<file path="config.mk">
export PLATFORM = sky130hd
export DESIGN_NAME = ir_pulse_width_code_decoder
export DESIGN_NICKNAME = d
export VERILOG_FILES = /design/src/hdl/ir_pwcd_pkg.sv /design/src/hdl/ir_pulse_width_code_decoder.sv /design/src/hdl/ir_pwcd_csr.sv /design/src/hdl/ir_pwcd_step.sv
export VERILOG_INCLUDE_DIRS = /design/src /design/src/hdl
export SDC_FILE = /design/constraint.sdc
export NUM_CORES = 1
export LEC_CHECK = 0
export ABC_AREA = 1
export BUFFER_PORTS_ARGS = -buffer_cell sky130_fd_sc_hd__buf_2
export CAP_MARGIN = 20
export CORE_ASPECT_RATIO = 1.4
export CORE_MARGIN = 2
export CORE_UTILIZATION = 55
export DETAILED_ROUTE_END_ITERATION = 12
export PLACE_DENSITY = 0.77
export SYNTH_ARGS = -nofsm -noshare
export SYNTH_HDL_FRONTEND = slang
export SYNTH_SLANG_ARGS = --single-unit
</file>
<file path="constraint.sdc">
create_clock -name clock -period 3.3 [get_ports clock]
set_clock_uncertainty 0.05 [all_clocks]
set_input_delay 0 -clock clock [delete_from_list [all_inputs] [get_ports clock]]
set_output_delay 0 -clock clock [all_outputs]
set_load 0.03 [all_outputs]
</file>
<file path="src/hdl/ir_pulse_width_code_decoder_macros.svh">
// ----------------------------------------------------------------------------
// ir pulse width code decoder assertion macros
// shared concurrent assertion wrappers, clocked on clock
// ----------------------------------------------------------------------------
`ifndef IR_PULSE_WIDTH_CODE_DECODER_MACROS_SVH
`define IR_PULSE_WIDTH_CODE_DECODER_MACROS_SVH

// check that is switched off while reset is high
`define IRPW_ASSERT(lbl, prop, msg) \
   lbl: assert property (@(posedge clock) disable iff (reset) prop) else $error(msg);

// check that also runs through reset
`define IRPW_ASSERT_RST(lbl, prop, msg) \
   lbl: assert property (@(posedge clock) prop) else $error(msg);

`endif

</file>
<file path="src/hdl/ir_pwcd_pkg.sv">
// ----------------------------------------------------------------------------
// ir_pwcd_pkg
// types, register map and helpers shared by the ir pulse width code decoder
// ----------------------------------------------------------------------------
`default_nettype none

package ir_pwcd_pkg;

   localparam int TimeWidth  = 16;
   localparam int CodeWidth  = 12;
   localparam int PosWidth   = 5;
   localparam int AddrWidth  = 5;
   localparam int DataWidth  = 32;
   localparam int IndexWidth = 3;

   typedef logic [TimeWidth-1:0] time_us_type;

   // register indexes, byte address is four times the index
   typedef enum logic [IndexWidth-1:0] {
      REG_HEADER_MIN = 3'd0,
      REG_HEADER_MAX = 3'd1,
      REG_ONE_MIN    = 3'd2,
      REG_ONE_MAX    = 3'd3,
      REG_ZERO_MIN   = 3'd4,
      REG_ZERO_MAX   = 3'd5,
      REG_GAP_MIN    = 3'd6,
      REG_GAP_MAX    = 3'd7
   } reg_index_type;

   // timing windows handed from the register block to the decoder
   typedef struct packed {
      time_us_type hdr_low;
      time_us_type hdr_high;
      time_us_type one_low;
      time_us_type one_high;
      time_us_type zero_low;
      time_us_type zero_high;
      time_us_type gap_low;
      time_us_type gap_high;
   } cfg_type;

   // inclusive window test, an inverted window never matches
   function automatic logic in_window(time_us_type v, time_us_type lo, time_us_type hi);
      return (v >= lo) && (v <= hi);
   endfunction

endpackage

`default_nettype wire

</file>
<file path="src/hdl/ir_pulse_width_code_decoder.sv">
// ----------------------------------------------------------------------------
// ir_pulse_width_code_decoder
// pulse width ir code decoder: edge timestamps in, completed code words out
// ----------------------------------------------------------------------------
// usage
//   req channel carries one pin edge per request: a 16-bit microsecond
//   timestamp and the pin level after the edge. rsp channel carries one
//   completed code word, first received bit in bit 0. both use valid/ready.
//   csr is an apb port with eight 16-bit window bounds at 4-byte steps;
//   change them only while no request is in flight.
// timing
//   a request is registered on acceptance and decoded, once the result
//   register can take its output, by a single compare/add stage; its code
//   word passes the input register and then the result register to reach
//   rsp. one request per cycle is sustained while rsp is taken, the decode stage being the only per-edge work.
// stall
//   a held code word blocks the decode stage only; the input register still
//   takes one more request, then req_ready drops until rsp is taken.
// reset
//   synchronous, active high: decoder idle awaiting a header, code, previous
//   timestamp and last gap cleared, windows back to their default timings.
// ----------------------------------------------------------------------------
`default_nettype none

module ir_pulse_width_code_decoder
   import ir_pwcd_pkg::*;
#(
   parameter int CODE_BITS         = 12,
   parameter int PULSE_START_LEVEL = 0
)
(
   input  wire logic                 clock,
   input  wire logic                 reset,
   input  wire logic                 req_valid,
   output logic                      req_ready,
   input  wire logic [TimeWidth-1:0] req_edge_time_us,
   input  wire logic                 req_pin_level,
   output logic                      rsp_valid,
   input  wire logic                 rsp_ready,
   output logic      [CodeWidth-1:0] rsp_received_code,
   input  wire logic                 csr_psel,
   input  wire logic                 csr_penable,
   input  wire logic                 csr_pwrite,
   input  wire logic [AddrWidth-1:0] csr_paddr,
   input  wire logic [DataWidth-1:0] csr_pwdata,
   output logic      [DataWidth-1:0] csr_prdata,
   output logic                      csr_pready
);

   cfg_type              cfg;
   logic                 in_valid_ff, in_valid_in;
   time_us_type          in_time_ff, in_time_in;
   logic                 in_level_ff, in_level_in;
   logic                 rsp_valid_ff, rsp_valid_in;
   logic [CodeWidth-1:0] rsp_code_ff, rsp_code_in;
   logic                 fire;
   logic                 emit;
   logic [CodeWidth-1:0] code;

   // register block
   ir_pwcd_csr u_csr (
      .clock       (clock),
      .reset       (reset),
      .csr_psel    (csr_psel),
      .csr_penable (csr_penable),
      .csr_pwrite  (csr_pwrite),
      .csr_paddr   (csr_paddr),
      .csr_pwdata  (csr_pwdata),
      .csr_prdata  (csr_prdata),
      .csr_pready  (csr_pready),
      .cfg         (cfg)
   );

   // decode stage, fires when the result register can take its output
   assign fire = in_valid_ff && (!rsp_valid_ff || rsp_ready);

   ir_pwcd_step #(
      .CODE_BITS         (CODE_BITS),
      .PULSE_START_LEVEL (PULSE_START_LEVEL)
   ) u_step (
      .clock        (clock),
      .reset        (reset),
      .fire         (fire),
      .edge_time_us (in_time_ff),
      .pin_level    (in_level_ff),
      .cfg          (cfg),
      .emit         (emit),
      .code         (code)
   );

   // input register
   assign req_ready = !in_valid_ff || fire;

   always_comb begin
      in_valid_in = in_valid_ff && !fire;
      in_time_in  = in_time_ff;
      in_level_in = in_level_ff;
      if (req_valid && req_ready) begin
         in_valid_in = 1'b1;
         in_time_in  = req_edge_time_us;
         in_level_in = req_pin_level;
      end
   end

   // result register
   always_comb begin
      rsp_valid_in = rsp_valid_ff && !rsp_ready;
      rsp_code_in  = rsp_code_ff;
      if (fire && emit) begin
         rsp_valid_in = 1'b1;
         rsp_code_in  = code;
      end
   end

   assign rsp_valid         = rsp_valid_ff;
   assign rsp_received_code = rsp_code_ff;

   always_ff @(posedge clock) begin
      if (reset) begin
         in_valid_ff  <= 1'b0;
         rsp_valid_ff <= 1'b0;
      end else begin
         in_valid_ff  <= in_valid_in;
         rsp_valid_ff <= rsp_valid_in;
      end
      in_time_ff  <= in_time_in;
      in_level_ff <= in_level_in;
      rsp_code_ff <= rsp_code_in;
   end

   // checks
`include "ir_pulse_width_code_decoder_macros.svh"

   `IRPW_ASSERT_RST(a_reset_empties, reset |=> !in_valid_ff && !rsp_valid_ff, "reset left a request or code word pending")
   `IRPW_ASSERT(a_emit_on_pulse_end, fire && emit |-> in_level_ff != 1'(PULSE_START_LEVEL), "code word emitted on a pulse start edge")
   `IRPW_ASSERT(a_accept_registers, req_valid && req_ready |=> in_valid_ff, "accepted request not held in the input register")
   `IRPW_ASSERT(a_emit_loads_rsp, fire && emit |=> rsp_valid_ff && rsp_code_ff == $past(code), "completed code word not presented")

endmodule

`default_nettype wire

</file>
<file path="src/hdl/ir_pwcd_csr.sv">
// ----------------------------------------------------------------------------
// ir_pwcd_csr
// apb register block holding the eight timing window bounds
// ----------------------------------------------------------------------------
`default_nettype none

module ir_pwcd_csr
   import ir_pwcd_pkg::*;
(
   input  wire logic                 clock,
   input  wire logic                 reset,
   input  wire logic                 csr_psel,
   input  wire logic                 csr_penable,
   input  wire logic                 csr_pwrite,
   input  wire logic [AddrWidth-1:0] csr_paddr,
   input  wire logic [DataWidth-1:0] csr_pwdata,
   output logic      [DataWidth-1:0] csr_prdata,
   output logic                      csr_pready,
   output cfg_type                   cfg
);

   cfg_type       cfg_ff;
   cfg_type       cfg_in;
   reg_index_type index;
   time_us_type   wdata;
   time_us_type   rdata;
   logic          wr_en;

   assign index      = reg_index_type'(csr_paddr[AddrWidth-1:2]);
   assign wdata      = csr_pwdata[TimeWidth-1:0];
   assign wr_en      = csr_psel && csr_penable && csr_pwrite;
   assign csr_pready = 1'b1;
   assign cfg        = cfg_ff;

   // register write decode
   always_comb begin
      cfg_in = cfg_ff;
      if (wr_en) begin
         unique case (index)
            REG_HEADER_MIN: cfg_in.hdr_low   = wdata;
            REG_HEADER_MAX: cfg_in.hdr_high  = wdata;
            REG_ONE_MIN:    cfg_in.one_low   = wdata;
            REG_ONE_MAX:    cfg_in.one_high  = wdata;
            REG_ZERO_MIN:   cfg_in.zero_low  = wdata;
            REG_ZERO_MAX:   cfg_in.zero_high = wdata;
            REG_GAP_MIN:    cfg_in.gap_low   = wdata;
            REG_GAP_MAX:    cfg_in.gap_high  = wdata;
            default:        cfg_in = cfg_ff;
         endcase
      end
   end

   // read back mux
   always_comb begin
      unique case (index)
         REG_HEADER_MIN: rdata = cfg_ff.hdr_low;
         REG_HEADER_MAX: rdata = cfg_ff.hdr_high;
         REG_ONE_MIN:    rdata = cfg_ff.one_low;
         REG_ONE_MAX:    rdata = cfg_ff.one_high;
         REG_ZERO_MIN:   rdata = cfg_ff.zero_low;
         REG_ZERO_MAX:   rdata = cfg_ff.zero_high;
         REG_GAP_MIN:    rdata = cfg_ff.gap_low;
         REG_GAP_MAX:    rdata = cfg_ff.gap_high;
         default:        rdata = '0;
      endcase
   end

   assign csr_prdata = {{(DataWidth-TimeWidth){1'b0}}, rdata};

   // window registers with their default timings
   always_ff @(posedge clock) begin
      if (reset) begin
         cfg_ff.hdr_low   <= 16'd2200;
         cfg_ff.hdr_high  <= 16'd2600;
         cfg_ff.one_low   <= 16'd1000;
         cfg_ff.one_high  <= 16'd1400;
         cfg_ff.zero_low  <= 16'd400;
         cfg_ff.zero_high <= 16'd800;
         cfg_ff.gap_low   <= 16'd400;
         cfg_ff.gap_high  <= 16'd800;
      end else begin
         cfg_ff <= cfg_in;
      end
   end

endmodule

`default_nettype wire

</file>
<file path="src/hdl/ir_pwcd_step.sv">
// ----------------------------------------------------------------------------
// ir_pwcd_step
// per-edge decode: interval, window checks, bit assembly and decoder state
// ----------------------------------------------------------------------------
`default_nettype none

module ir_pwcd_step
   import ir_pwcd_pkg::*;
#(
   parameter int CODE_BITS         = 12,
   parameter int PULSE_START_LEVEL = 0
)
(
   input  wire logic                 clock,
   input  wire logic                 reset,
   input  wire logic                 fire,
   input  wire time_us_type          edge_time_us,
   input  wire logic                 pin_level,
   input  wire cfg_type              cfg,
   output logic                      emit,
   output logic      [CodeWidth-1:0] code
);

   localparam logic [PosWidth-1:0] LastPos    = PosWidth'(CODE_BITS);
   localparam logic                StartLevel = 1'(PULSE_START_LEVEL);

   logic [PosWidth-1:0]  bit_position_ff, bit_position_in;
   logic [CodeWidth-1:0] code_ff, code_in;
   time_us_type          prev_time_ff, prev_time_in;
   time_us_type          last_gap_ff, last_gap_in;
   time_us_type          interval;
   logic [PosWidth-1:0]  slot;
   logic [CodeWidth-1:0] set_mask;
   logic                 hdr_ok, one_ok, zero_ok, gap_ok;

   // modular interval since the previous edge
   assign interval = edge_time_us - prev_time_ff;
   assign slot     = bit_position_ff - PosWidth'(1);

   assign hdr_ok  = in_window(interval, cfg.hdr_low, cfg.hdr_high);
   assign one_ok  = in_window(interval, cfg.one_low, cfg.one_high);
   assign zero_ok = in_window(interval, cfg.zero_low, cfg.zero_high);
   assign gap_ok  = in_window(last_gap_ff, cfg.gap_low, cfg.gap_high);

   // one-hot bit for the current slot, empty past the stored width
   always_comb begin
      for (int i = 0; i < CodeWidth; i++) begin
         set_mask[i] = (slot == PosWidth'(i));
      end
   end

   // next state for one edge
   always_comb begin
      bit_position_in = bit_position_ff;
      code_in         = code_ff;
      last_gap_in     = last_gap_ff;
      prev_time_in    = edge_time_us;
      emit            = 1'b0;
      priority if (pin_level == StartLevel) begin
         last_gap_in = interval;
      end else if (bit_position_ff == '0) begin
         if (hdr_ok) begin
            bit_position_in = PosWidth'(1);
            code_in         = '0;
         end
      end else if (!gap_ok) begin
         bit_position_in = '0;
      end else if (one_ok || zero_ok) begin
         if (one_ok) begin
            code_in = code_ff | set_mask;
         end
         if (bit_position_ff >= LastPos) begin
            bit_position_in = '0;
            emit            = 1'b1;
         end else begin
            bit_position_in = bit_position_ff + PosWidth'(1);
         end
      end else begin
         bit_position_in = '0;
      end
   end

   assign code = code_in;

   // decoder state, advanced once per edge
   always_ff @(posedge clock) begin
      if (reset) begin
         bit_position_ff <= '0;
         code_ff         <= '0;
         prev_time_ff    <= '0;
         last_gap_ff     <= '0;
      end else if (fire) begin
         bit_position_ff <= bit_position_in;
         code_ff         <= code_in;
         prev_time_ff    <= prev_time_in;
         last_gap_ff     <= last_gap_in;
      end
   end

endmodule

`default_nettype wire
</file>
==> results of run 1 <==
## power breakdown
group	internal, mW	switching, mW
combinational	1.31	1.73
clock	1.53	1.07
sequential	2.65	0.0526
## sequential cells by signal, indices dropped and copies added (netlist names)
name / count
u_csr.cfg: 128
in_time_ff: 16
u_step.last_gap_ff: 16
u_step.prev_time_ff: 16
rsp_received_code: 12
u_step.code_ff: 12
u_step.bit_position_ff: 5
in_level_ff: 1
in_valid_ff: 1
rsp_valid: 1
## Yosys cell counts (2+ instances only)
cell type / instances
sky130_fd_sc_hd__o21bai_1: 13
sky130_fd_sc_hd__nor3_2: 2
sky130_fd_sc_hd__nor2_1: 59
sky130_fd_sc_hd__buf_4: 18
sky130_fd_sc_hd__nand4_1: 16
sky130_fd_sc_hd__inv_2: 9
sky130_fd_sc_hd__nand2_4: 2
sky130_fd_sc_hd__o2111ai_1: 3
sky130_fd_sc_hd__edfxtp_1: 29
sky130_fd_sc_hd__inv_1: 243
sky130_fd_sc_hd__dfxtp_1: 179
sky130_fd_sc_hd__o211ai_1: 30
sky130_fd_sc_hd__inv_4: 2
sky130_fd_sc_hd__conb_1: 2
sky130_fd_sc_hd__xor2_1: 14
sky130_fd_sc_hd__a21oi_1: 234
sky130_fd_sc_hd__nand2_2: 3
sky130_fd_sc_hd__nand3_1: 39
sky130_fd_sc_hd__o21a_1: 6
sky130_fd_sc_hd__buf_2: 17
sky130_fd_sc_hd__o21ai_0: 162
sky130_fd_sc_hd__a22oi_1: 2
sky130_fd_sc_hd__nor2_4: 5
sky130_fd_sc_hd__clkbuf_1: 29
sky130_fd_sc_hd__o22ai_1: 29
sky130_fd_sc_hd__nand2_1: 182
sky130_fd_sc_hd__buf_6: 7
sky130_fd_sc_hd__nor3_4: 5
sky130_fd_sc_hd__a221oi_1: 16
sky130_fd_sc_hd__xnor2_1: 5
sky130_fd_sc_hd__o21ai_1: 15
sky130_fd_sc_hd__nor3_1: 10
sky130_fd_sc_hd__o21ai_2: 3
sky130_fd_sc_hd__nand3b_1: 2
sky130_fd_sc_hd__ha_1: 148
## critical path, delay by kind of cell (launching register included)
kind | cells | cell delay (ns)
DFF | 1 | 0.34
buffers and inverters | 5 | 0.65
xor gates and xnor gates | 1 | 0.32
adders and majority gates | 3 | 0.73
and+or+nand+nor | 11 | 1.21
AOI/OAI and AO/OA | 1 | 0.04
## final timing paths
| check | from | endpoint | cells after the start |
|---|---|---|---|
| setup / recovery | in_time_ff[0] | rsp_received_code[2] | 21 |
| hold / removal | req_edge_time_us[1] | in_time_ff[1] | 2 |
| setup reg to reg | in_time_ff[0] | rsp_received_code[2] | 21 |
| hold reg to reg | u_csr.cfg[10] | u_csr.cfg[10] | 2 |
## what timing repair did
| action | CTS | global route |
|---|---|---|
| buffers inserted | 19 | 7 |
| pin swaps | 33 | 46 |
| hold buffers | 37 | 0 |
| resized for setup | 139 | 94 |
| endpoints found under the setup margin | 42 | 42 |
| hold endpoints to repair | 148 | 0 |
| cloned | 2 | 0 |
## cell usage in the layout, fill, tap and decap left out, types with 25 or more instances in the layout
cell,count
sky130_fd_sc_hd__inv_1,223
sky130_fd_sc_hd__nand2_2,33
sky130_fd_sc_hd__buf_4,87
sky130_fd_sc_hd__inv_2,26
sky130_fd_sc_hd__nor2_1,51
sky130_fd_sc_hd__o22ai_1,29
sky130_fd_sc_hd__ha_4,30
sky130_fd_sc_hd__buf_2,72
sky130_fd_sc_hd__nand3_1,29
sky130_fd_sc_hd__nand2_1,136
sky130_fd_sc_hd__ha_1,118
sky130_fd_sc_hd__dlygate4sd3_1,37
sky130_fd_sc_hd__edfxtp_1,29
sky130_fd_sc_hd__o211ai_1,30
sky130_fd_sc_hd__a21oi_2,25
sky130_fd_sc_hd__a21oi_1,204
sky130_fd_sc_hd__dfxtp_1,179
sky130_fd_sc_hd__o21ai_0,151
## routing by layer
layer | up-vias | track usage, % | share of wire (%)
met5 | - | 0 | 0
met4 | 0 | 22.9 | 7.9
met3 | 224 | 5.46 | 6.5
met2 | 547 | 60.0 | 50
met1 | 5596 | 37.3 | 35
li1 | 5643 | - | -
## cell type report
cell class                      instances  area [um2]  area share [%]
Inverter                              254         965            6.12
Tap cell                              297         372            2.36
Timing Repair Buffer                  221        1710            10.9
Sequential cell                       208        4450            28.3
Multi-Input combinational cell       1034        7500            47.6
Clock buffer                           27         601            3.81
Timing Repair inverter                  1        7.51          0.0477
Clock inverter                         12         141           0.897
## logic make-up after synthesis
kind of cell	Yosys count	synth area share, %
AOI/OAI and AO/OA	519	23.4
and+or+nand+nor	330	12.4
buffers and inverters	325	11.2
DFF	208	36.4
adders and majority gates	149	15.3
xor gates and xnor gates	19	1.36
other	2	0.0613
## per-stage QoR
| step | area, um2 | utilization, % |
|---|---|---|
| floorplan | 12400 | - |
| global placement | 13400 | 61.2 |
| detailed placement | 13400 | 61.2 |
| CTS | 15300 | 70.2 |
| global route | 15800 | 72.1 |
| finish | 15800 | 72.1 |
==> metrics.cfg, run 1 <==
[grt]
grt.total_usage_pct=34.3
grt_max_degree=65
grt-ovfl-total=0
grt_pass1_wl_um=62800
grt_antenna_before_repair=0
via_count_of_the_first_global_routing_pass=12200

[clocking]
clk_pin_slew_worst_paths_ns=0.06
clock_tree.buffer_depth=3
clkSinkCount=208
tritoncts.num_buffers=22
tritoncts_clock_tree=done
htree_num_levels=1
cts-root-buf=sky130_fd_sc_hd__clkbuf_16
clock_insertion_delay_worst_skew_ns=0.52

[placement]
io_buffer_count=72
placed_instances=1956
finalWeightedCongestion=0.971
dp_slack_ns=-0.580
hpwl_um=27900

[floorplan]
boundaryPins=108
die_height_um=181
coreArea_um2=21900
die_width_um=130
initial_cell_density_of_the_core_pct=56.0
die_area_um2=23500
number_of_rows_created_at_floorplan=64

[power_and_ir_drop]
p_total_mw=8.34
power-per-cell-area_nw_per_um2=530
irDropWorstVdd_mv=0.471
power_leakage_nw=6.90

[timing]
setup_viol_count_final=42
hold_violations=0
setup_slack_ns=-0.343
fin_worst_hold_slack_ns=0.138
period_share_pct=110
min_period_ns=3.64
rsz0062_at_grt=true
fin_tns_setup_ns=-11.19
fmax_mhz=274
timing.final.max_slew_violations=0
timing.max_slew.rel_slack_pct=35.5
worst_pin_slew_ns=0.966

[routing]
drt_iter0_markers=957
detailroute.via_count=12000
routed_wl_um=40900
detail_route.first_pass.iterations=5
vias_per_instance=5.85
drt-wirelength-per-cell_um=19.9
drtAntennaViolNets=0
post-route-drc-count=0

[setup_path]
arrival_ns=3.82
crit_slowest_cell=sky130_fd_sc_hd__edfxtp_1
delay_of_the_slowest_cell_on_the_worst_path_ns=0.34
worst_ep_required_time_ns=3.47
reg2reg_setup_slack_ns=-0.34
setup.worst_path.class=reg2reg
critPathCaptureType=flop
critical_path.cell_chain=inv_2 -> ha_4 -> fa_2 -> nand3b_1 -> nand2_2 -> nand4_1 -> nand4_1 -> buf_4 -> xor2_4 -> buf_6 -> ha_1 -> nand3_4 -> a21oi_2 -> nor2_2 -> nand2_1 -> nand2_1 -> nand2_1 -> nand2_2 -> nand4_1 -> buf_6 -> clkinvlp_4
largest_driver_fanout_on_the_critical_path=6
setup.worst_path.start_class=flop

[synthesis]
ys_async_sr_fraction_pct=0
synth_seq_cells=208
yosys-top-cells-area=sky130_fd_sc_hd__dfxtp_1 (29%), sky130_fd_sc_hd__ha_1 (15%), sky130_fd_sc_hd__a21oi_1 (9.6%)
ys.flop_type=sky130_fd_sc_hd__dfxtp_1
synthesis.instances=1552
synth.lib_cells_used.distinct=47
synth.avg_cell_area_um2=7.89
synth_area_leader_cell=sky130_fd_sc_hd__dfxtp_1
yosys_warnings=0
netlist.area_leader.share_pct=29.3
synth_edf_count=29
synth-seq-area-share_pct=36.4
syn_area_um2=12200

[finish]
diodes=0
fillers=1617
drive_gt1_share_pct=24.0
fin_nets=1952
area_delta_synth_final_pct=28.7
final_cells=2054

[run_status]
violations_in_the_final_reports=negative setup slack
outcome=finished, violations left

[flow_run]
cap_viol_max_count=0

[min_path]
hold_class=in2reg

Power figures use the tool's default switching activity.
==> run 2, diff against run 1 <==
--- a/config.mk
+++ b/config.mk
@@ -16,4 +16,5 @@
 export PLACE_DENSITY = 0.77
 export SYNTH_ARGS = -nofsm -noshare
 export SYNTH_HDL_FRONTEND = slang
+export SYNTH_HIERARCHICAL = 1
 export SYNTH_SLANG_ARGS = --single-unit
==> run 2 against run 1 <==
First-iteration DRC count increased by 13%. Worst hold slack got worse by 0.089 ns. Die area increased by 8.6%. Worst setup slack got worse by 0.30 ns. Final cell count increased by 16%. Clock-buffer cell count increased by 6. Via count increased by 11%. The run still ends with negative setup slack left. Synthesized cell count increased by 22%. Critical endpoint is now u_step/code_ff[4]. Clock power increased by 4%. Highest routed layer unchanged. Core utilization decreased by 5.2 points. Wire length increased by 3.3%. Largest power group is now the clock network. Register-to-register slack got worse by 0.30 ns.
==> metrics.cfg, run 2 <==
[floorplan]
die_area_um2=25500
coreArea_um2=23900
number_of_rows_created_at_floorplan=67
initial_cell_density_of_the_core_pct=55.8
die_height_um=188
boundaryPins=108
die_width_um=136

[setup_path]
worstReg2RegEnd=u_step/code_ff[4]
reg2reg_depth=23
critPathCaptureType=flop
setup.worst_path.start_class=flop
arrival_ns=4.34
reg2reg_setup_slack_ns=-0.65
worst_ep_required_time_ns=3.69
r2r_start=in_time_ff[0]
setup.worst_path.class=reg2reg
largest_driver_fanout_on_the_critical_path=8

[finish]
largest_register_ffs=128
area_occupied_by_multi_input_gates_um2=7730
fin_nets=2255
final_cells=2374
area.sequential_um2=4450
area_delta_synth_final_pct=19.9
utilization_pct=66.8
final_common_cell=sky130_fd_sc_hd__nor2_1
fillers=2005
drive_gt1_share_pct=16.9
most-common-layout-cells=sky130_fd_sc_hd__nor2_1 (313), sky130_fd_sc_hd__nand2_1 (302), sky130_fd_sc_hd__inv_1 (242)
final_design_area_no_fill_um2=16000

[grt]
grt_antenna_before_repair=2
grt.total_usage_pct=33.0
grt-ovfl-total=0
via_count_of_the_first_global_routing_pass=13300
grt_max_degree=129
grt_pass1_wl_um=67200

[min_path]
holdPathEnd=u_csr/cfg[99]
hold_class=in2reg
min_path_cells=5
hp-start=csr_penable

[timing]
timing.final.max_slew_violations=0
worst_pin_slew_ns=1.03
setup_slack_ns=-0.647
min_period_ns=3.95
rsz0062_at_grt=true
period_share_pct=120
fmax_mhz=253
fin_worst_hold_slack_ns=0.0493
setup_viol_count_final=42
hold_violations=0
timing.max_slew.rel_slack_pct=31.2

[synthesis]
syn_area_um2=13300
ys_async_sr_fraction_pct=0
netlist_top_cells_count=sky130_fd_sc_hd__nand2_1 (327), sky130_fd_sc_hd__nor2_1 (314), sky130_fd_sc_hd__inv_1 (255)
synth_top_family_by_area=simple AND/OR/NAND/NOR gates
synth-seq-area-share_pct=33.4
synth_area_leader_cell=sky130_fd_sc_hd__dfxtp_1
synth_seq_cells=208
yosys_warnings=6
synth_edf_count=29
netlist.area_leader.share_pct=26.9
ys.flop_type=sky130_fd_sc_hd__dfxtp_1
fraction_of_the_mapped_netlist_area_in_compound_gates_pct=11.7
synth.mux.area_fraction_pct=0
post_synth_fa_ha_maj_area_fraction_pct=14.0
yosys-top-cells-area=sky130_fd_sc_hd__dfxtp_1 (27%), sky130_fd_sc_hd__ha_1 (14%), sky130_fd_sc_hd__nand2_1 (9.2%)
synthesis.instances=1898
synth.avg_cell_area_um2=7.02
synth.lib_cells_used.distinct=40
post_synthesis_xor_xnor_area_fraction_pct=1.25
yosysMostFrequentCell=sky130_fd_sc_hd__nand2_1
synth_simple_gate_area_share_pct=27.7

[power_and_ir_drop]
combinationalPowerShare_pct=28.8
fraction_of_power_spent_switching_nets_pct=32.4
power.clock.fraction_pct=35.7
power.switching_mw=2.46
seq_power_share_pct=35.5
power-per-cell-area_nw_per_um2=475
irDropWorstVdd_mv=0.453
power_leakage_nw=7.90
cell_internal_pwr_mw=5.14

[routing]
drt_iter0_markers=1085
detailroute.via_count=13300
post-route-drc-count=0
vias_per_instance=5.60
detail_route.first_pass.iterations=6
drt-wirelength-per-cell_um=17.8
drtAntennaViolNets=0
routed_wl_um=42200

[clocking]
clock_insertion_delay_worst_skew_ns=0.53
tritoncts.num_buffers=23
clock_tree.buffer_depth=3
tritoncts_clock_tree=done
htree_num_levels=1
clk_pin_slew_worst_paths_ns=0.06
clkSinkCount=208
cts-root-buf=sky130_fd_sc_hd__clkbuf_16

[placement]
io_buffer_count=72
dp_slack_ns=-0.710
finalWeightedCongestion=0.950
placed_instances=2274
dpl-instance-area_um2=14300
hpwl_um=29300

[run_status]
violations_in_the_final_reports=negative setup slack
outcome=finished, violations left

[flow_run]
cap_viol_max_count=0

==> run 2: logic make-up (layout without fill, tap and decap cells) <==
family / count (synthesis) / count (layout)
xor gates and xnor gates: 19 / 19
DFF: 208 / 208
buffers and inverters: 377 / 526
AOI/OAI and AO/OA: 291 / 291
adders and majority gates: 149 / 149
other: 2 / 19
and+or+nand+nor: 852 / 852
==> run 2: stage by stage <==
stage,TNS (ns),total power [mW]
5_1_grt,-25.94,7.92
2_1_floorplan,-1.43,3.93
4_1_cts,-14.03,7.45
3_3_place_gp,-19.31,4.56
6_report,-22.38,7.59
3_5_place_dp,-22.45,4.62
==> run 2: what timing repair did <==
| action | in CTS | in global routing |
|---|---|---|
| setup endpoints to repair | 42 | 42 |
| hold buffers | 37 | 0 |
| gates cloned | 1 | 0 |
| setup buffers | 10 | 11 |
| gates resized for setup | 31 | 51 |
| hold endpoints to repair | 160 | 0 |
| pin swaps | 12 | 35 |
==> run 2: power by group through the flow <==
stage | combinational (mW) | clock [mW] | sequential, mW
2_1_floorplan | 1.21 | 0 | 2.73
3_3_place_gp | 1.81 | 0 | 2.74
3_5_place_dp | 1.88 | 0 | 2.75
4_1_cts | 2.02 | 2.74 | 2.69
5_1_grt | 2.39 | 2.83 | 2.70
6_report | 2.19 | 2.71 | 2.69
==> run 2: worst max path at each step <==
stage,from,end,slack (ns),cells after the start
after floorplan,in_time_ff[0],rsp_received_code[0],-0.12,18
final,in_time_ff[0],u_step/code_ff[4],-0.65,23
after CTS,in_time_ff[0],rsp_received_code[2],-0.47,20
after global routing,in_time_ff[0],u_step/code_ff[4],-0.73,23
after detailed placement,in_time_ff[7],rsp_received_code[7],-0.71,20
after global placement,in_time_ff[7],rsp_received_code[7],-0.63,20
==> run 2: cell type report <==
type,instances,area share (%)
multi-input combinational,1328,48.4
sequential,208,27.9
timing repair buffer,213,9.91
inverter,271,6.39
clock buffer,33,4.15
tap,310,2.43
clock inverter,9,0.776
antenna,2,0.0313
==> run 2: worst max-delay path, stage by stage, from the launching register on <==
cell	delay (ns)
sky130_fd_sc_hd__edfxtp_1	0.33
sky130_fd_sc_hd__inv_2	0.05
sky130_fd_sc_hd__ha_4	0.15
sky130_fd_sc_hd__fa_2	0.38
sky130_fd_sc_hd__o21ai_4	0.21
sky130_fd_sc_hd__a21boi_2	0.10
sky130_fd_sc_hd__o21ai_2	0.20
sky130_fd_sc_hd__a21oi_2	0.10
sky130_fd_sc_hd__xor2_2	0.21
sky130_fd_sc_hd__inv_2	0.10
sky130_fd_sc_hd__ha_4	0.27
sky130_fd_sc_hd__nand4_1	0.16
sky130_fd_sc_hd__nor3_4	0.30
sky130_fd_sc_hd__nand4_1	0.20
sky130_fd_sc_hd__nand2_2	0.13
sky130_fd_sc_hd__nand2_4	0.08
sky130_fd_sc_hd__buf_6	0.13
sky130_fd_sc_hd__nor2_4	0.13
sky130_fd_sc_hd__buf_12	0.13
sky130_fd_sc_hd__buf_6	0.11
sky130_fd_sc_hd__nand2_2	0.05
sky130_fd_sc_hd__nand2_2	0.06
sky130_fd_sc_hd__nand2_2	0.07
sky130_fd_sc_hd__a21oi_2	0.15
==> run 2: routing by layer <==
layer | GRT usage, % | vias up | part of all wire [%]
met5 | 0 | - | 0
met2 | 57.2 | 597 | 49
met1 | 37.0 | 6122 | 37
met3 | 5.24 | 204 | 6.9
met4 | 21.2 | 0 | 7.0
li1 | - | 6381 | -
==> run 3, diff against run 2 <==
--- a/config.mk
+++ b/config.mk
@@ -6,14 +6,15 @@
 export SDC_FILE = /design/constraint.sdc
 export NUM_CORES = 1
 export LEC_CHECK = 0
-export ABC_AREA = 1
 export BUFFER_PORTS_ARGS = -buffer_cell sky130_fd_sc_hd__buf_2
 export CAP_MARGIN = 20
+export CELL_PAD_IN_SITES_DETAIL_PLACEMENT = 0
+export CELL_PAD_IN_SITES_GLOBAL_PLACEMENT = 2
 export CORE_ASPECT_RATIO = 1.4
 export CORE_MARGIN = 2
-export CORE_UTILIZATION = 55
+export CORE_UTILIZATION = 33
 export DETAILED_ROUTE_END_ITERATION = 12
-export PLACE_DENSITY = 0.77
+export PLACE_DENSITY_LB_ADDON = 0.1
 export SYNTH_ARGS = -nofsm -noshare
 export SYNTH_HDL_FRONTEND = slang
 export SYNTH_HIERARCHICAL = 1
==> constraint.sdc (replaced) <==
create_clock -name clock -period 3.3 [get_ports clock]
set_clock_uncertainty 0.05 [all_clocks]
set_input_delay 0 -clock clock [delete_from_list [all_inputs] [get_ports clock]]
set_output_delay 0 -clock clock [all_outputs]
set_load 0.01 [all_outputs]
==> run 3 against run 2 <==
Power is 0.99% lower. The run still ends with negative setup slack left. Non-clock buffer count is 57 higher. Sequential power is 1% lower. Design area is 2.8% higher. Combinational power is 9% lower. Via count is 9.2% lower. Register-to-register slack worse by 0.57 ns. Worst hold slack worse by 0.026 ns. Die area is 61% higher. Synthesized area is 2.5% lower. Wire length is 24% higher. Critical path depth is 3 lower.
==> metrics.cfg, run 3 <==
[routing]
post-route-drc-count=0
detailroute.via_count=12100
met1_length_um=21300
routed_wl_um=52500
met3_length_um=1850
vias_per_instance=5.12
drt-wirelength-per-cell_um=22.3
drtAntennaViolNets=0
topRoutingLayerUsed=met4
met2_wire_len_um=27400
drt_iter0_markers=696
detail_route.first_pass.iterations=5

[synthesis]
synth_seq_cells=208
netlist_top_cells_count=sky130_fd_sc_hd__nand2_1 (314), sky130_fd_sc_hd__dfxtp_1 (179), sky130_fd_sc_hd__inv_1 (167)
yosysMostFrequentCell=sky130_fd_sc_hd__nand2_1
ys_async_sr_fraction_pct=0
synth.lib_cells_used.distinct=81
synth-seq-area-share_pct=34.3
ys.flop_type=sky130_fd_sc_hd__dfxtp_1
synthesis.instances=1606
yosys-top-cells-area=sky130_fd_sc_hd__dfxtp_1 (28%), sky130_fd_sc_hd__ha_1 (14%), sky130_fd_sc_hd__nand2_1 (9.1%)
synth.avg_cell_area_um2=8.08
synth_area_leader_cell=sky130_fd_sc_hd__dfxtp_1
syn_area_um2=13000
synth_edf_count=29
yosys_warnings=6
netlist.area_leader.share_pct=27.6

[run_status]
outcome=finished, violations left
violations_in_the_final_reports=negative setup slack

[finish]
utilization_pct=42.0
area.sequential_um2=4460
area_occupied_by_multi_input_gates_um2=7840
drive_gt1_share_pct=19.3
most-common-layout-cells=sky130_fd_sc_hd__nand2_1 (312), sky130_fd_sc_hd__dfxtp_1 (178), sky130_fd_sc_hd__inv_1 (166)
largest_register_ffs=128
final_common_cell=sky130_fd_sc_hd__nand2_1
fillers=4001
fin_nets=2022
area_delta_synth_final_pct=26.4
diodes=0
final_cells=2357

[floorplan]
die_area_um2=41000
coreArea_um2=39100
die_height_um=239
initial_cell_density_of_the_core_pct=33.2
boundaryPins=108
die_width_um=172
number_of_rows_created_at_floorplan=86

[grt]
grt_max_degree=59
grt-ovfl-total=0
grt_antenna_before_repair=0
grt.total_usage_pct=25.6
grt_pass1_wl_um=76400
via_count_of_the_first_global_routing_pass=12000

[clocking]
htree_num_levels=1
clock_insertion_delay_worst_skew_ns=0.55
clkSinkCount=208
clock_tree.buffer_depth=3
clk_pin_slew_worst_paths_ns=0.06
tritoncts_clock_tree=done
cts-root-buf=sky130_fd_sc_hd__clkbuf_16
tritoncts.num_buffers=25

[setup_path]
critPathCaptureType=flop
arrival_ns=4.92
worst_ep_required_time_ns=3.71
reg2reg_setup_slack_ns=-1.21
setup.worst_path.class=reg2reg
largest_driver_fanout_on_the_critical_path=4
setup.worst_path.start_class=flop

[timing]
fmax_mhz=222
period_share_pct=137
fin_worst_hold_slack_ns=0.0235
rsz0062_at_grt=true
timing.final.max_slew_violations=0
timing.max_slew.rel_slack_pct=28.7
worst_pin_slew_ns=1.07
setup_viol_count_final=41
min_period_ns=4.51
setup_slack_ns=-1.21
hold_violations=0

[power_and_ir_drop]
power-per-cell-area_nw_per_um2=458
irDropWorstVdd_mv=0.367
power_leakage_nw=6.93

[placement]
io_buffer_count=72
finalWeightedCongestion=0.902
hpwl_um=38600
placed_instances=2258

[flow_run]
cap_viol_max_count=0

[min_path]
hold_class=in2reg

-- run 3: changes by cell type in the layout (fill, tap and decap cells not counted), sizes merged, moves of 29 or more --
cell,delta
nand3,-85
mux2i,+30
nor2,-219
o21ai,-142
a21oi,+53
buf,+57
a221oi,+29
nand4,-62
inv,-105
-- run 3: layout make-up --
type,instances,area share [%]
Multi-Input combinational cell,1140,47.7
Sequential cell,208,27.1
Timing Repair Buffer,270,12.3
Tap cell,528,4.02
Clock buffer,39,4.38
Clock inverter,5,0.610
Inverter,167,3.82
-- run 3: worst max-delay path: stages (launching register included) --
cell and delay (ns):
sky130_fd_sc_hd__edfxtp_1 0.39, sky130_fd_sc_hd__ha_1 0.29, sky130_fd_sc_hd__nor2b_4 0.14, sky130_fd_sc_hd__o31ai_4 0.33, sky130_fd_sc_hd__a2bb2oi_4 0.10, sky130_fd_sc_hd__buf_4 0.16
sky130_fd_sc_hd__a21o_1 0.18, sky130_fd_sc_hd__a21oi_2 0.15, sky130_fd_sc_hd__xnor2_1 0.13, sky130_fd_sc_hd__buf_4 0.18, sky130_fd_sc_hd__buf_4 0.15, sky130_fd_sc_hd__ha_1 0.31
sky130_fd_sc_hd__nand4_2 0.15, sky130_fd_sc_hd__or4_4 0.52, sky130_fd_sc_hd__nor4b_4 0.15, sky130_fd_sc_hd__a22oi_2 0.17, sky130_fd_sc_hd__nand3_2 0.14, sky130_fd_sc_hd__buf_6 0.15
sky130_fd_sc_hd__o21bai_4 0.16, sky130_fd_sc_hd__nand4_1 0.18, sky130_fd_sc_hd__o311ai_2 0.24
-- run 3: worst paths after layout --
kind / startpoint / to / cells after the start
max: in_time_ff[1] / u_step/bit_position_ff[2] / 20
min reg2reg: u_csr/cfg[63] / u_csr/cfg[63] / 2
min: csr_penable / u_csr/cfg[98] / 6
max reg2reg: in_time_ff[1] / u_step/bit_position_ff[2] / 20
-- run 3: repair_timing --
action                                 4_1_cts  5_1_grt
gates cloned                                 1        1
hold buffers                                38        0
setup endpoints to repair                   41       41
resized for setup                           27       25
setup buffers                               13        4
endpoints found under the hold margin      159        0
pin swaps                                   23       20
-- run 3: per-stage QoR --
stage | setup WS, ns | instance area (um2) | setup TNS (ns) | total power, mW
after CTS | -1.28 | 16200 | -49.55 | 7.52
after floorplan | -0.871 | 13200 | -31.26 | 3.67
after global routing | -1.44 | 16400 | -57.05 | 7.87
after global placement | -1.62 | 14800 | -58.50 | 4.47
after detailed placement | -1.68 | 14800 | -60.72 | 4.48
final | -1.21 | 16400 | -47.73 | 7.52
-- run 3: power by group --
| part | switching (mW) | internal [mW] |
|---|---|---|
| sequential | 0.0390 | 2.61 |
| combinational | 1.10 | 0.899 |
| clock | 1.15 | 1.72 |
| total | 2.29 | 5.23 |
-- run 3: cells by family after synthesis --
family | Yosys count | share of synthesized area (%)
DFF | 208 | 34.3
muxes | 32 | 2.49
buffers and inverters | 275 | 9.03
other | 2 | 0.0578
xor gates and xnor gates | 15 | 1.01
and+or+nand+nor | 570 | 20.3
AOI/OAI and AO/OA | 355 | 18.4
adders and majority gates | 149 | 14.4
-- run 3: layer usage --
layer	vias to the layer above	global-route usage (%)
met5	-	0
met4	0	9.63
met3	89	2.60
met1	5817	30.3
li1	5899	-
met2	270	47.0
